### config.mk
export PLATFORM = sky130hd
export DESIGN_NAME = mlft_fifo
export DESIGN_NICKNAME = d
export VERILOG_FILES = /design/src/hdl/mlft_pkg.sv /design/src/hdl/mlft_fifo.sv
export SDC_FILE = /design/constraint.sdc
export NUM_CORES = 1
export LEC_CHECK = 0
export BUFFER_PORTS_ARGS = -buffer_cell sky130_fd_sc_hd__buf_2
export CAP_MARGIN = 25
export CELL_PAD_IN_SITES_DETAIL_PLACEMENT = 0
export CELL_PAD_IN_SITES_GLOBAL_PLACEMENT = 1
export CORE_ASPECT_RATIO = 1.4
export CORE_UTILIZATION = 35
export DETAILED_ROUTE_END_ITERATION = 7
export GPL_ROUTABILITY_DRIVEN = 0
export HOLD_SLACK_MARGIN = 0.05
export PLACE_DENSITY_LB_ADDON = 0.3
export REMOVE_ABC_BUFFERS = 1
export SLEW_MARGIN = 30
export SYNTH_ARGS = -nofsm -noshare
export SYNTH_HDL_FRONTEND = slang
export SYNTH_SLANG_ARGS = --single-unit
### constraint.sdc
create_clock -name clk -period 10.75 [get_ports clk]
set_input_delay 1.6125 -clock clk [delete_from_list [all_inputs] [get_ports clk]]
set_output_delay 1.6125 -clock clk [all_outputs]
set_load 0.03 [all_outputs]
### src/hdl/mlft_pkg.sv
`timescale 1ns / 1ps
package mlft_pkg;

  localparam int MAC_W    = 48;
  localparam int PORT_W   = 6;
  localparam int AGE_W    = 16;
  localparam int CNT_W    = 14;
  localparam int HASH_W   = 32;
  localparam int OPEN_N   = 64;  // one open bit per encodable port
  localparam logic [CNT_W-1:0] EV_MAX = '1;

  typedef enum logic [1:0] {
    CMD_FRAME = 2'd0,
    CMD_AGE   = 2'd1,
    CMD_PORT  = 2'd2,
    CMD_NONE  = 2'd3
  } cmd_t;

  typedef struct packed {
    cmd_t              cmd;
    logic [MAC_W-1:0]  dst_mac;
    logic [MAC_W-1:0]  src_mac;
    logic [PORT_W-1:0] port;
    logic              open_val;
    logic [HASH_W-1:0] dst_hash;
    logic [HASH_W-1:0] src_hash;
  } item_t;

  typedef struct packed {
    logic              valid;
    logic [AGE_W-1:0]  age;
    logic [PORT_W-1:0] port;
    logic [MAC_W-1:0]  mac;
  } entry_t;

  localparam int ENTRY_W = $bits(entry_t);

  typedef struct packed {
    logic [HASH_W-1:0] a;
    logic [HASH_W-1:0] b;
    logic [HASH_W-1:0] c;
  } mix_t;

  typedef enum logic [1:0] {
    F_IDLE,
    F_MIX,
    F_PUSH
  } fstate_t;

  typedef enum logic [2:0] {
    B_CLEAR,
    B_IDLE,
    B_DST,
    B_SRC,
    B_AGE
  } bstate_t;

  // Back-end status seen by the front end: queue full and table clearing.
  typedef struct packed {
    logic full;
    logic clearing;
  } back_stat_t;

  function automatic logic [HASH_W-1:0] rotl(input logic [HASH_W-1:0] x, input int k);
    rotl = (x << k) | (x >> (HASH_W - k));
  endfunction

  // One step of the final mix; step codes past the last leave the state as is.
  function automatic mix_t mix_step(input mix_t s, input logic [2:0] j);
    mix_t r;
    r = s;
    unique case (j)
      3'd0: r.c = (s.c ^ s.b) - rotl(s.b, 14);
      3'd1: r.a = (s.a ^ s.c) - rotl(s.c, 11);
      3'd2: r.b = (s.b ^ s.a) - rotl(s.a, 25);
      3'd3: r.c = (s.c ^ s.b) - rotl(s.b, 16);
      3'd4: r.a = (s.a ^ s.c) - rotl(s.c, 4);
      3'd5: r.b = (s.b ^ s.a) - rotl(s.a, 14);
      3'd6: r.c = (s.c ^ s.b) - rotl(s.b, 24);
      default: r = s;
    endcase
    return r;
  endfunction

  function automatic mix_t mix_init(input logic [MAC_W-1:0] m);
    mix_t r;
    r.a = {16'd0, m[15:0]};
    r.b = {16'd0, m[31:16]};
    r.c = {16'd0, m[47:32]};
    return r;
  endfunction

endpackage

### src/hdl/mlft_fifo.sv
`timescale 1ns / 1ps
module mlft_fifo (
  input  logic           clk,
  input  logic           rst_n,
  input  logic           push,
  input  mlft_pkg::item_t din,
  input  logic           pop,
  output mlft_pkg::item_t dout,
  output logic           valid,
  output logic           full
);

  // two-entry queue
  mlft_pkg::item_t slot_r [2];
  logic       wp_r, wp_nxt;
  logic       rp_r, rp_nxt;
  logic [1:0] cnt_r, cnt_nxt;

  always_comb begin
    wp_nxt  = push ? ~wp_r : wp_r;
    rp_nxt  = pop  ? ~rp_r : rp_r;
    cnt_nxt = cnt_r + 2'(push) - 2'(pop);
  end

  always_ff @(posedge clk) begin
    if (!rst_n) begin
      wp_r  <= 1'b0;
      rp_r  <= 1'b0;
      cnt_r <= 2'd0;
    end else begin
      wp_r  <= wp_nxt;
      rp_r  <= rp_nxt;
      cnt_r <= cnt_nxt;
    end
    if (push) begin
      slot_r[wp_r] <= din;
    end
  end

  assign dout  = slot_r[rp_r];
  assign valid = (cnt_r != 2'd0);
  assign full  = (cnt_r == 2'd2);

endmodule

Word level (Yosys, flattened, before mapping)

Memory sizes are Yosys's and may differ from the RTL's. A register that Yosys moved wholly into a read port is not among the register bits.
Index checks and enable logic that the tools add are counted.

Add/subtract/negate cells: 2
Equality and inequality tests: 1
Mux-type cells: 4
Bitwise operators: 2
Reductions and logical operators: 1

Operators by type and width:

| operator                                   | count |
|---|---|
| 2-to-1 mux 1 bit                           | 4 |
| adder 2 x 1 -> 2 bit                       | 1 |
| equality test 2 bit, second input constant | 1 |
| inverter 1 bit                             | 2 |
| nonzero test 2 bit                         | 1 |
| subtractor 2 x 1 -> 2 bit                  | 1 |

Bits in registers: 4
Bits in writable memories: 338
Input bits: 173
Output and inout port bits: 171
Logic and storage cells: 14
Memories kept: 1

Memories:

| memory | depth | width | rd ports | clocked after memory_dff | wr ports | RTL line        | source |
|---|---|---|---|---|---|---|---|
| slot_r | 2     | 169   | 1        | 1                        | 1        | mlft_fifo.sv:14 | `mlft_pkg::item_t slot_r [2];` |

Logic depth before layout (Yosys ltp)

Depth in word-level cells: 3
Gate-level depth with buffers: 6
Gate-level depth less buffers: 6

Worst setup path after synthesis

No wires, ideal clock.

Path kind: input -> register
Start: input push
End: memory slot_r[0][0] (netlist bit) (enable)
Library setup time: 0.720 ns
Arrival: 8.943 ns
Required time: 10.030 ns
Path slack: 1.087 ns
Cell stages on the path: 1
Buffers on the path: 0
Cells stage by stage: nor2b_1

Longest elaborated chain between the ends: 2

RTL lines:

| item                                   | RTL line        | source |
|---|---|---|
| start: declaration                     | mlft_fifo.sv:5  | `input logic push,` |
| 2-to-1 mux 1 bit                       | mlft_fifo.sv:35 | `if (push) begin` |
| 2-to-1 mux 1 bit (implied by the code) | mlft_fifo.sv:36 | `slot_r[wp_r] <= din;` |
| end: declaration                       | mlft_fifo.sv:14 |  |

Every way passes these cells.

==> impl_metrics.ini <==
[run_status]
status = complete, no violations

[cells_and_area]
synthToLayoutAreaGrowth_pct = 25.56
nFillCells = 3192
final_nets = 1090
final_common_cell = buf_2
final_layout_size_suffix_gt1_share_pct = 60.70
layout_common_cells = 343 x buf_2, 338 x edfxtp_1, 101 x mux2_4

[drt]
drc = 0
antenna_left = 0
dr.pass1.iters = 4
wl_per_cell_um = 19.19
avgViaCountPerCell = 4.459
drtIter0Drc = 337
routed_wl_um = 26950
vias = 6261

[grt]
grt_max_degree = 75
overflow = 0
grt_pass1_vias = 6591
grt.total_usage_pct = 14.21
grt_pass1_wl_um = 38910
grt_antenna_before_repair = 5

[sta]
skew_ps = 13.38
min_period_ps = 4848
min_period_over_period_pct = 45.10
finalSetupViolCount = 0
totalNegativeSetupSlack_ps = 0
slew_viol_final = 0
fmax_ghz = 0.2063
rsz0062_at_grt = false
tightest_slew_ps = 890.2
hold_violations = 0
slew-limit-headroom_pct = 40.65

[worst_setup_path]
crit_fanout = 54
r2r_slack_ps = 8590
critPathArrivalTime_ps = 3240
startpoint_type = flip-flop
critical_path_class = flip-flop to primary output
end_kind = primary output
crit_required_ps = 9140

[synth]
syn_area_per_cell_um2 = 23.48
syn-cell-area_um2 = 12840
yosys.area.top_type = edfxtp_1
synth_seq_cells = 343
yosysWarningCount = 0
syn_inst = 547
synthTopCellsByArea = edfxtp_1 79%, mux2_4 12%, mux2_2 6.0%, buf_6 1.2%, dfxtp_1 0.78%
yosysSeqAreaShare_pct = 79.81
synth_cell_types = 14
yosys.area.top_type_share_pct = 79.03

[floorplanning]
die_area_um2 = 37470
design.core.area_um2 = 36010
initial_core_util_pct = 35.66
ios = 344
die_width_um = 163.9
rows = 82
die_h_um = 228.6

[pwr]
finalPower_uw = 3156
ir_drop_mv = 0.1278
power_density_nw_per_um2 = 195.7
power_frac_seq_pct = 49.7
p_clk_share_pct = 36.6
p_int_uw = 2388
leakagePower_uw = 0.006220
switchingPower_uw = 767.2
power.share.switching_pct = 24.31
combPwrFrac_pct = 13.7

[clock_tree]
clock-root-buffer = clkbuf_16
cts_setup_buffers = 0
htreeDepth = 2
numCtsBuffers = 35
clkLatencyLatePin_ps = 520
cts_hold_buffers = 0
tritoncts_num_sinks = 343
cts.clk_slew.worst_paths_ps = 60
post_cts_resized = 0
cts_tree = done
clock_path_buffers = 3

[job]
maxCapViolCount = 0

[place]
port_buffers = 343
post-dp-hpwl_um = 17850

[hold_path]
hold_class = flip-flop to flip-flop
## kinds of logic (layout without fill, tap and decap cells)
family	after synthesis	after routing	synth area share [%]
adders and majority gates	2	2	0.1948
xor gates and xnor gates	2	2	0.2436
AOI/OAI and AO/OA	1	1	0.05848
buffers and inverters	21	413	1.481
DFF	343	343	79.81
muxes	169	169	17.77
and+or+nand+nor	9	9	0.4384
other	0	3	0
## worst max-delay path: stages, from the launching register on
cell,delay [ps]
dfxtp_4,590
buf_4,680
buf_4,750
mux2_2,420
buf_2,180
## worst paths after layout
check / from / end / cells past startpoint
setup / recovery: flip-flop / dout[54] / 4
setup reg to reg: wp_r / slot_r[0][23] / 2
hold reg to reg: rp_r / rp_r / 2
hold / removal: rp_r / rp_r / 2
## routing by layer
layer  part of all wire [%]  track usage (%)
met3                    6.4            3.956
met1                     35            14.75
met4                    2.9            6.047
met2                     56            26.24
met5                   0.10                0
## cell usage after synthesis
library cell / count
buf_2: 5
nor2b_1: 4
or2_2: 1
and2_1: 4
inv_1: 2
xnor3_1: 1
edfxtp_1: 338
o21a_1: 1
mux2_4: 101
dfxtp_1: 5
buf_6: 14
mux2_2: 68
ha_1: 2
xor2_1: 1
## power groups by stage
stage                     Combinational (uW)  Sequential, uW  Clock (uW)
after global routing                     457            1570        1250
final                                    432            1570        1160
after detailed placement                 440            1600           0
after global placement                   435            1600           0
after floorplan                          309            1620           0
after CTS                                441            1570        1200
## through the flow
stage	std cells	util (%)	setup slack, ps	instance area (um2)	hold WS (ps)
CTS	1401	44.74	5806	16110	591.9
floorplan	528	-	1087	12660	554.6
detailed placement	1340	41.74	6369	15030	578.2
global placement	1340	41.71	6389	15020	569.9
finish	1404	44.77	5902	16120	586.3
global route	1403	44.77	5683	16120	608.9
## flip-flops by register name, indices dropped and copies added (netlist names), named ones only
signal and count:
cnt_r 2, slot_r 338, rp_r 1, wp_r 1
## layout make-up
| class | instances | area, um2 | share of cell area [%] |
|---|---|---|---|
| Timing Repair Buffer | 350 | 1784 | 11.07 |
| Clock buffer | 45 | 955.9 | 5.928 |
| Tap cell | 462 | 578.1 | 3.585 |
| Inverter | 2 | 7.507 | 0.04656 |
| Clock inverter | 16 | 125.1 | 0.7760 |
| Multi-Input combinational cell | 183 | 2412 | 14.96 |
| Sequential cell | 343 | 10250 | 63.59 |
| Antenna cell | 3 | 7.507 | 0.04656 |
(Power assumes the default switching activity.)
