## src/hdl/mlft_pkg.sv

```systemverilog
`timescale 1ns / 1ps
package mlft_pkg;

  localparam int MAC_W    = 48;
  localparam int PORT_W   = 6;
  localparam int AGE_W    = 16;
  localparam int CNT_W    = 14;
  localparam int HASH_W   = 32;
  localparam int OPEN_N   = 64;  // one open bit per encodable port
  localparam logic [CNT_W-1:0] EV_MAX = '1;

  typedef enum logic [1:0] {
    CMD_FRAME = 2'd0,
    CMD_AGE   = 2'd1,
    CMD_PORT  = 2'd2,
    CMD_NONE  = 2'd3
  } cmd_t;

  typedef struct packed {
    cmd_t              cmd;
    logic [MAC_W-1:0]  dst_mac;
    logic [MAC_W-1:0]  src_mac;
    logic [PORT_W-1:0] port;
    logic              open_val;
    logic [HASH_W-1:0] dst_hash;
    logic [HASH_W-1:0] src_hash;
  } item_t;

  typedef struct packed {
    logic              valid;
    logic [AGE_W-1:0]  age;
    logic [PORT_W-1:0] port;
    logic [MAC_W-1:0]  mac;
  } entry_t;

  localparam int ENTRY_W = $bits(entry_t);

  typedef struct packed {
    logic [HASH_W-1:0] a;
    logic [HASH_W-1:0] b;
    logic [HASH_W-1:0] c;
  } mix_t;

  typedef enum logic [1:0] {
    F_IDLE,
    F_MIX,
    F_PUSH
  } fstate_t;

  typedef enum logic [2:0] {
    B_CLEAR,
    B_IDLE,
    B_DST,
    B_SRC,
    B_AGE
  } bstate_t;

  // Back-end status seen by the front end: queue full and table clearing.
  typedef struct packed {
    logic full;
    logic clearing;
  } back_stat_t;

  function automatic logic [HASH_W-1:0] rotl(input logic [HASH_W-1:0] x, input int k);
    rotl = (x << k) | (x >> (HASH_W - k));
  endfunction

  // One step of the final mix; step codes past the last leave the state as is.
  function automatic mix_t mix_step(input mix_t s, input logic [2:0] j);
    mix_t r;
    r = s;
    unique case (j)
      3'd0: r.c = (s.c ^ s.b) - rotl(s.b, 14);
      3'd1: r.a = (s.a ^ s.c) - rotl(s.c, 11);
      3'd2: r.b = (s.b ^ s.a) - rotl(s.a, 25);
      3'd3: r.c = (s.c ^ s.b) - rotl(s.b, 16);
      3'd4: r.a = (s.a ^ s.c) - rotl(s.c, 4);
      3'd5: r.b = (s.b ^ s.a) - rotl(s.a, 14);
      3'd6: r.c = (s.c ^ s.b) - rotl(s.b, 24);
      default: r = s;
    endcase
    return r;
  endfunction

  function automatic mix_t mix_init(input logic [MAC_W-1:0] m);
    mix_t r;
    r.a = {16'd0, m[15:0]};
    r.b = {16'd0, m[31:16]};
    r.c = {16'd0, m[47:32]};
    return r;
  endfunction

endpackage

```

## src/hdl/mlft_front.sv

```systemverilog
`timescale 1ns / 1ps
module mlft_front (
  input  logic                              clk,
  input  logic                              rst_n,
  input  logic                              start,
  input  logic [1:0]                        in_command,
  input  logic [mlft_pkg::MAC_W-1:0]        in_dst_mac,
  input  logic [mlft_pkg::MAC_W-1:0]        in_src_mac,
  input  logic [mlft_pkg::PORT_W-1:0]       in_port,
  input  logic                              in_port_open_value,
  input  mlft_pkg::back_stat_t              stat,
  output logic                              busy,
  output logic                              push,
  output mlft_pkg::item_t                   push_item
);

  mlft_pkg::fstate_t state_r, state_nxt;
  mlft_pkg::item_t   item_r;
  mlft_pkg::mix_t    hd_r, hs_r;
  logic [2:0]        step_r;
  logic              accept;

  assign accept = start && !busy;

  // next state
  always_comb begin
    state_nxt = state_r;
    unique case (state_r)
      mlft_pkg::F_IDLE: begin
        if (accept) begin
          // only frames need hashing
          state_nxt = (mlft_pkg::cmd_t'(in_command) == mlft_pkg::CMD_FRAME) ?
                      mlft_pkg::F_MIX : mlft_pkg::F_PUSH;
        end
      end
      mlft_pkg::F_MIX: begin
        if (step_r == 3'd6) begin
          state_nxt = mlft_pkg::F_PUSH;
        end
      end
      mlft_pkg::F_PUSH: begin
        if (!stat.full) begin
          state_nxt = mlft_pkg::F_IDLE;
        end
      end
      default: state_nxt = mlft_pkg::F_IDLE;
    endcase
  end

  // outputs
  always_comb begin
    busy      = (state_r != mlft_pkg::F_IDLE) || stat.clearing;
    push      = (state_r == mlft_pkg::F_PUSH) && !stat.full;
    push_item = item_r;
    push_item.dst_hash = hd_r.c;
    push_item.src_hash = hs_r.c;
  end

  always_ff @(posedge clk) begin
    if (!rst_n) begin
      state_r <= mlft_pkg::F_IDLE;
    end else begin
      state_r <= state_nxt;
    end
    if (accept) begin
      item_r.cmd      <= mlft_pkg::cmd_t'(in_command);
      item_r.dst_mac  <= in_dst_mac;
      item_r.src_mac  <= in_src_mac;
      item_r.port     <= in_port;
      item_r.open_val <= in_port_open_value;
      item_r.dst_hash <= '0;
      item_r.src_hash <= '0;
      hd_r            <= mlft_pkg::mix_init(in_dst_mac);
      hs_r            <= mlft_pkg::mix_init(in_src_mac);
      step_r          <= 3'd0;
    end else if (state_r == mlft_pkg::F_MIX) begin
      // two mix steps per cycle
      hd_r   <= mlft_pkg::mix_step(mlft_pkg::mix_step(hd_r, step_r), step_r + 3'd1);
      hs_r   <= mlft_pkg::mix_step(mlft_pkg::mix_step(hs_r, step_r), step_r + 3'd1);
      step_r <= step_r + 3'd2;
    end
  end

endmodule

```

## config.mk

```make
export PLATFORM = sky130hd
export DESIGN_NAME = mlft_front
export DESIGN_NICKNAME = d
export VERILOG_FILES = /design/src/hdl/mlft_pkg.sv /design/src/hdl/mlft_front.sv
export SDC_FILE = /design/constraint.sdc
export NUM_CORES = 2
export LEC_CHECK = 0
export ABC_AREA = 1
export BUFFER_PORTS_ARGS = -buffer_cell sky130_fd_sc_hd__buf_2
export CAP_MARGIN = 40
export CORE_MARGIN = 3
export CORE_UTILIZATION = 29
export DETAILED_ROUTE_END_ITERATION = 8
export PLACE_DENSITY = 0.5
export SLEW_MARGIN = 40
export SYNTH_ARGS = -nofsm -noshare
export SYNTH_HDL_FRONTEND = slang
export SYNTH_SLANG_ARGS = --single-unit
```

## constraint.sdc

```tcl
create_clock -name clk -period 5.6 [get_ports clk]
set_clock_uncertainty 0.2 [all_clocks]
set_input_delay 0.28 -clock clk [delete_from_list [all_inputs] [get_ports clk]]
set_output_delay 0.28 -clock clk [all_outputs]
set_load 0.01 [all_outputs]
```

### Word level (Yosys, flattened, before mapping)

Cells that the tools add are included.

| storage, ports and cells | value |
|---|---|
| register bits after elaboration | 302 |
| input port bits | 110 |
| logic and storage cells | 151 |
| output and inout bits | 171 |

| operators by class | value |
|---|---|
| bitwise operators | 40 |
| mux-type cells | 33 |
| reductions and logical operators | 12 |
| add/sub/neg operators | 30 |
| equal/unequal tests | 17 |

Operator list:

| cell | number |
|---|---|
| subtractor 32 bit | 28 |
| case mux 32 bit (2 select lines) | 8 |
| 2-to-1 mux 32 bit | 12 |
| case mux 32 bit (3 select lines) | 4 |
| bitwise XOR 32 bit | 12 |
| 2-to-1 mux 80 bit | 4 |
| OR 32 x 14 -> 32 bit | 8 |
| OR 32 x 11 -> 32 bit | 4 |
| OR 32 x 16 -> 32 bit | 4 |
| OR 32 x 24 -> 32 bit | 4 |
| OR 32 x 25 -> 32 bit | 4 |
| OR 32 x 4 -> 32 bit | 4 |
| equality test 3 bit (second input constant) | 6 |
| equality test 3 x 2 -> 1 bit (second input constant) | 4 |
| 2-to-1 mux 2 bit | 4 |
| equality test 3 x 1 -> 1 bit (second input constant) | 2 |
| zero test 3 bit | 2 |
| != test 2 bit (second input constant) | 3 |
| case mux 2 bit (3 select lines) | 1 |
| zero test 2 bit | 2 |
| nonzero test 2 bit | 2 |
| adder 3 x 1 -> 3 bit (second input constant) | 1 |
| adder 3 x 2 -> 3 bit (second input constant) | 1 |
| AND reduction 3 bit | 1 |
| other kinds (5) | 7 |

### Longest topological paths before layout

| logic depth | value |
|---|---|
| depth after elaboration | 10 |
| gate-level depth with buffers | 44 |
| gate-level depth less buffers | 40 |

### Worst setup path after synthesis

OpenSTA, ideal clock, no wires.

| timing | value |
|---|---|
| path kind | reg-to-reg |
| start point | reg step_r[1] |
| end point | reg hd_r[54] (netlist name) |
| cell stages (with the launch flop) | 39 |
| data arrival time | 5,837 ps |
| library setup time | 122 ps |
| period minus slack after synthesis | 6,158 ps |
| buffers on the path | 4 |
| data required time | 5,278 ps |
| path slack | -558 ps |
| cell sequence | dfxtp_1 > inv_1 > ha_1 > buf_2 > inv_2 > buf_1 > clkbuf_1 > clkbuf_1 > nand2_1 > o21ai_0 > ha_1 > a21o_1 > a21oi_2 > o21ai_2 > nand2_1 > nand2_1 > nand2_1 > nand2_1 > [3 not listed] > mux2i_1 > ha_1 > fa_1 > inv_1 > nand3_1 > nand3_1 > nand2_1 > nand2_1 > a21oi_1 > o21ai_1 > a21oi_1 > o21ai_1 > a21boi_1 > o21ai_0 > or2_0 > nand3_1 > nand2_1 > o21ai_1 |

| between the ends | value |
|---|---|
| cells in the longest elaborated chain, start to end | 7 |
| elaborated cells on any way between the ends | 19 |
| those cells by class | add/sub (3); eq/ne (6); mux (7); bitwise (3) |

RTL lines:

| item | line | text |
|---|---|---|
| start: declaration | mlft_front.sv:20 | `logic [2:0] step_r;` |
| start signal: assignment | mlft_front.sv:80 | `step_r <= step_r + 3'd2;` |
| equality test 3 bit (tied with other cells) | mlft_pkg.sv:72 | `unique case (j)` |
| case mux 32 bit (2 select lines) | mlft_pkg.sv:72 |  |
| 2-to-1 mux 32 bit | mlft_front.sv:76 | `end else if (state_r == mlft_pkg::F_MIX) begin` |
| 2-to-1 mux 32 bit | mlft_front.sv:65 | `if (accept) begin` |
| bitwise XOR 32 bit (tied with other cells) | mlft_pkg.sv:75, mlft_pkg.sv:78 |  |
| subtractor 32 bit, on equally long branches | mlft_pkg.sv:78, mlft_pkg.sv:75 |  |
| case mux 32 bit (2 select lines) (*) | mlft_pkg.sv:72 |  |
| end signal: assignment | mlft_front.sv:73 | `hd_r <= mlft_pkg::mix_init(in_dst_mac);` |
| end signal: assignment | mlft_front.sv:78 | `hd_r <= mlft_pkg::mix_step(mlft_pkg::mix_step(hd_r, step_r), step_r + 3'd1);` |
| end: declaration | mlft_front.sv:19 | `mlft_pkg::mix_t hd_r, hs_r;` |

Mark *: on every way between the ends. The rest lies on a longest branch, timed or not. The select of a mux whose other input is x is not followed.
A chain may end at the register's enable or synchronous reset.

### Final worst setup path

| timing | value |
|---|---|
| start point | reg step_r[1] |
| end point | reg hd_r[87] (netlist name) |

| between the ends | value |
|---|---|
| cells in the longest elaborated chain, start to end | 7 |
| elaborated cells on any way between the ends | 20 |
| those cells by class | add/sub (3); eq/ne (6); mux (7); bitwise (3); reduce/logical (1) |

RTL lines:

| item | line |
|---|---|
| equality test 3 bit (tied with other cells) | mlft_pkg.sv:72 |
| case mux 32 bit (3 select lines) or case mux 32 bit (2 select lines) (tied branches) | mlft_pkg.sv:72 |
| 2-to-1 mux 32 bit | mlft_front.sv:76 |
| 2-to-1 mux 32 bit | mlft_front.sv:65 |
| bitwise XOR 32 bit (tied with other cells) | mlft_pkg.sv:74, mlft_pkg.sv:77 |
| subtractor 32 bit, on equally long branches | mlft_pkg.sv:77, mlft_pkg.sv:74 |
| case mux 32 bit (2 select lines) (*) | mlft_pkg.sv:72 |

Marks and branches as above.

==> run metrics <==
P&R area growth vs syn=64.3%; share of post-route cells with drive strength above 1=0.401; total clock sinks=301; Post-Syn Area=41500 um2; antenna violations before repair=23; RSZ-0062 raised after global routing=true; Layout Nets=9056; Core ar.=142000 um2; DIE AREA=148000 um2; area fraction of the dominant cell type after synthesis=0.145; RD Place Congestion=1.14; Rows=138; H-tree lvl count=2; hold slack final=0.0790 ns; slew at the pin closest to its max-slew limit=1.03 ns; Unique masters post-synth=73; Crit-path slowest cell=buf_12; Cells after Synth=6275; cell family with most CP delay=buffers and inverters; busiest grt layer=met1; total grt overflow=0; Crit Path Category=reg2reg; GR Util met2=0.498; dominant cells by area after synthesis=edfxtp_1, nand2_1, ha_1; wire length per cell=28.1 um; largest area contributor in the netlist=edfxtp_1; HP Class=in2reg; DIE WIDTH=384 um; Worst R2R Path Depth=27; Main synth FF type=edfxtp_1; first-pass GRT wire length=392000 um; Relative slew margins=0.304; commonest cells in the netlist=nand2_1, inv_1, o21ai_0; cell mode on critical path=buf_4; Seq/Total Area, Yosys=0.194; Worst-path clk slew=0.07 ns; initial drt markers=7268; MaxCap Viol Count=0; pin count of the biggest net entering global routing=144; root buf cell=clkbuf_16; status=finished, violations left; Vias=56862; post-synth net total=6787; post-DR vias/cell=5.43; Final period util=1.02; Residual DRC=0; critical path launch point type=flop; met1 GRT Util=0.542; Critical Path End Type=flop; IO Count=281; delay of the slowest critical-path stage=0.43 ns; Hold Path End=state_r[1]$_SDFFE_PN0P_; Die Ht=384 um; Initial Util=0.293; maximum clock rate=174 MHz; vias in the first global route=51100; Crit Path Max Fanout=109; syn avg cell area=6.61 um2; #FFs+latches synth=301; clk_lat worst skew=0.67 ns; Post-synth ARST share=0; dpl hpwl=243000 um; Worst EP required=5.98 ns; most common cell in the netlist=nand2_1; worst r2r src=step_r[1]$_SDFFE_PP0P_; fin crit period=5.73 ns; drt total wl=294000 um; Critical Path AT=6.11 ns; crit path buf inv count=10; CTS buffer count=42; RR Endpoint=hd_r[87]$_SDFFE_PP0P_; Max clock buf depth=3; final setup fails=11; GRT Overall Usage=0.375; Final Max Slew Viols=0; Post-synth EDFFs=201; DRT antenna net count=0; final worst slack=-0.132 ns; number of detailed-route iterations in the first pass=9; Ys Warns=0; hold path depth=5; GR Layer Usage met3=0.148; CTS tree=built; Final Hold Vio Count=0; failing checks=setup timing; Hold Startpoint=start; reg-to-reg slack, setup=-0.13 ns; PortBufs=280
## worst min-delay path: cells and delay by family
kind / cells / cell delay, ns
AO/OA/AOI/OAI: 1 / 0.05
AND/OR/NAND/NOR: 3 / 0.46
buffers and inverters: 1 / 0.10
## worst max path at each step
stage | endpoint | cells past startpoint | slack (ns) | from
floorplan | hd_r[54]$_SDFFE_PP0P_ | 39 | -0.01 | step_r[1]$_SDFFE_PP0P_
global placement | hd_r[63]$_SDFFE_PP0P_ | 29 | -0.69 | hd_r[71]$_DFFE_PP_
detailed placement | hd_r[63]$_SDFFE_PP0P_ | 29 | -0.66 | hd_r[71]$_DFFE_PP_
CTS | hd_r[63]$_SDFFE_PP0P_ | 37 | -0.04 | step_r[1]$_SDFFE_PP0P_
global route | hd_r[63]$_SDFFE_PP0P_ | 36 | -0.30 | step_r[1]$_SDFFE_PP0P_
finish | hd_r[87]$_SDFFE_PP0P_ | 27 | -0.13 | step_r[1]$_SDFFE_PP0P_
## layer usage
layer,wire [um],vias up
met5,419,-
met4,12600,22
met3,43000,627
met2,110000,3467
met1,128000,27139
li1,-,25607
## state kept, by name, indices dropped and copies added, names as in the netlist
name,count
push_item,169
hd_r,64
hs_r,64
state_r,2
step_r,2
## timing repair
item / in CTS / in global routing
endpoints found under the hold margin: 202 / 0
hold buffers: 108 / 0
resized for setup: 206 / 994
buffers inserted: 25 / 159
pin swaps: 51 / 362
endpoints found under the setup margin: 127 / 139
gates cloned: 0 / 7
## metrics by stage
stage	utilization	area, um2	worst slack, ns	setup TNS [ns]	instances
5_1_grt	0.481	68200	-0.300	-6.47	10469
2_1_floorplan	-	41600	-0.0117	-0.0117	6275
4_1_cts	0.441	62600	-0.0439	-0.0606	10304
3_5_place_dp	0.418	59200	-0.655	-24.35	10093
6_report	0.481	68200	-0.132	-0.843	10473
3_3_place_gp	0.418	59200	-0.689	-21.37	10093
## cell usage in the layout (no fill, tap or decap), types with 45 or more instances in the layout
cell	n
o21ai_2	87
inv_1	672
ha_1	301
dlygate4sd3_1	108
a21oi_2	152
nor2_2	51
xor2_1	378
edfxtp_1	201
xnor2_1	99
ha_4	64
nor2_1	257
nand3_1	228
dfxtp_1	97
buf_12	85
nand2_1	1357
o21ai_1	170
nand2_2	178
clkbuf_16	48
o21ai_0	462
a21oi_1	413
inv_2	45
nand3_2	71
buf_2	280
buf_4	1920
buf_6	60
## kinds of logic after synthesis
| logic type | share of synthesized area |
|---|---|
| multiplexers | 0.00389 |
| AND/OR/NAND/NOR | 0.245 |
| adder cells (fa/ha/maj) | 0.123 |
| XOR/XNOR | 0.111 |
| buffers and inverters | 0.0948 |
| AO/OA/AOI/OAI | 0.228 |
| flip-flops | 0.194 |
## final cells by class
class                   count  area [um2]
fillers                 14345       73600
multi-input cells        5001       34100
repair buffers           2464       19500
flip-flops and latches    301        8040
inverters                 733        2810
well taps                1890        2360
clock buffers              47        1070
clock inverters            31         265
diodes                      5        12.5
repair inverters            1        8.76
Power is not shown: default switching activity piles up to over one toggle a cycle in this logic, so the estimate is an artifact.
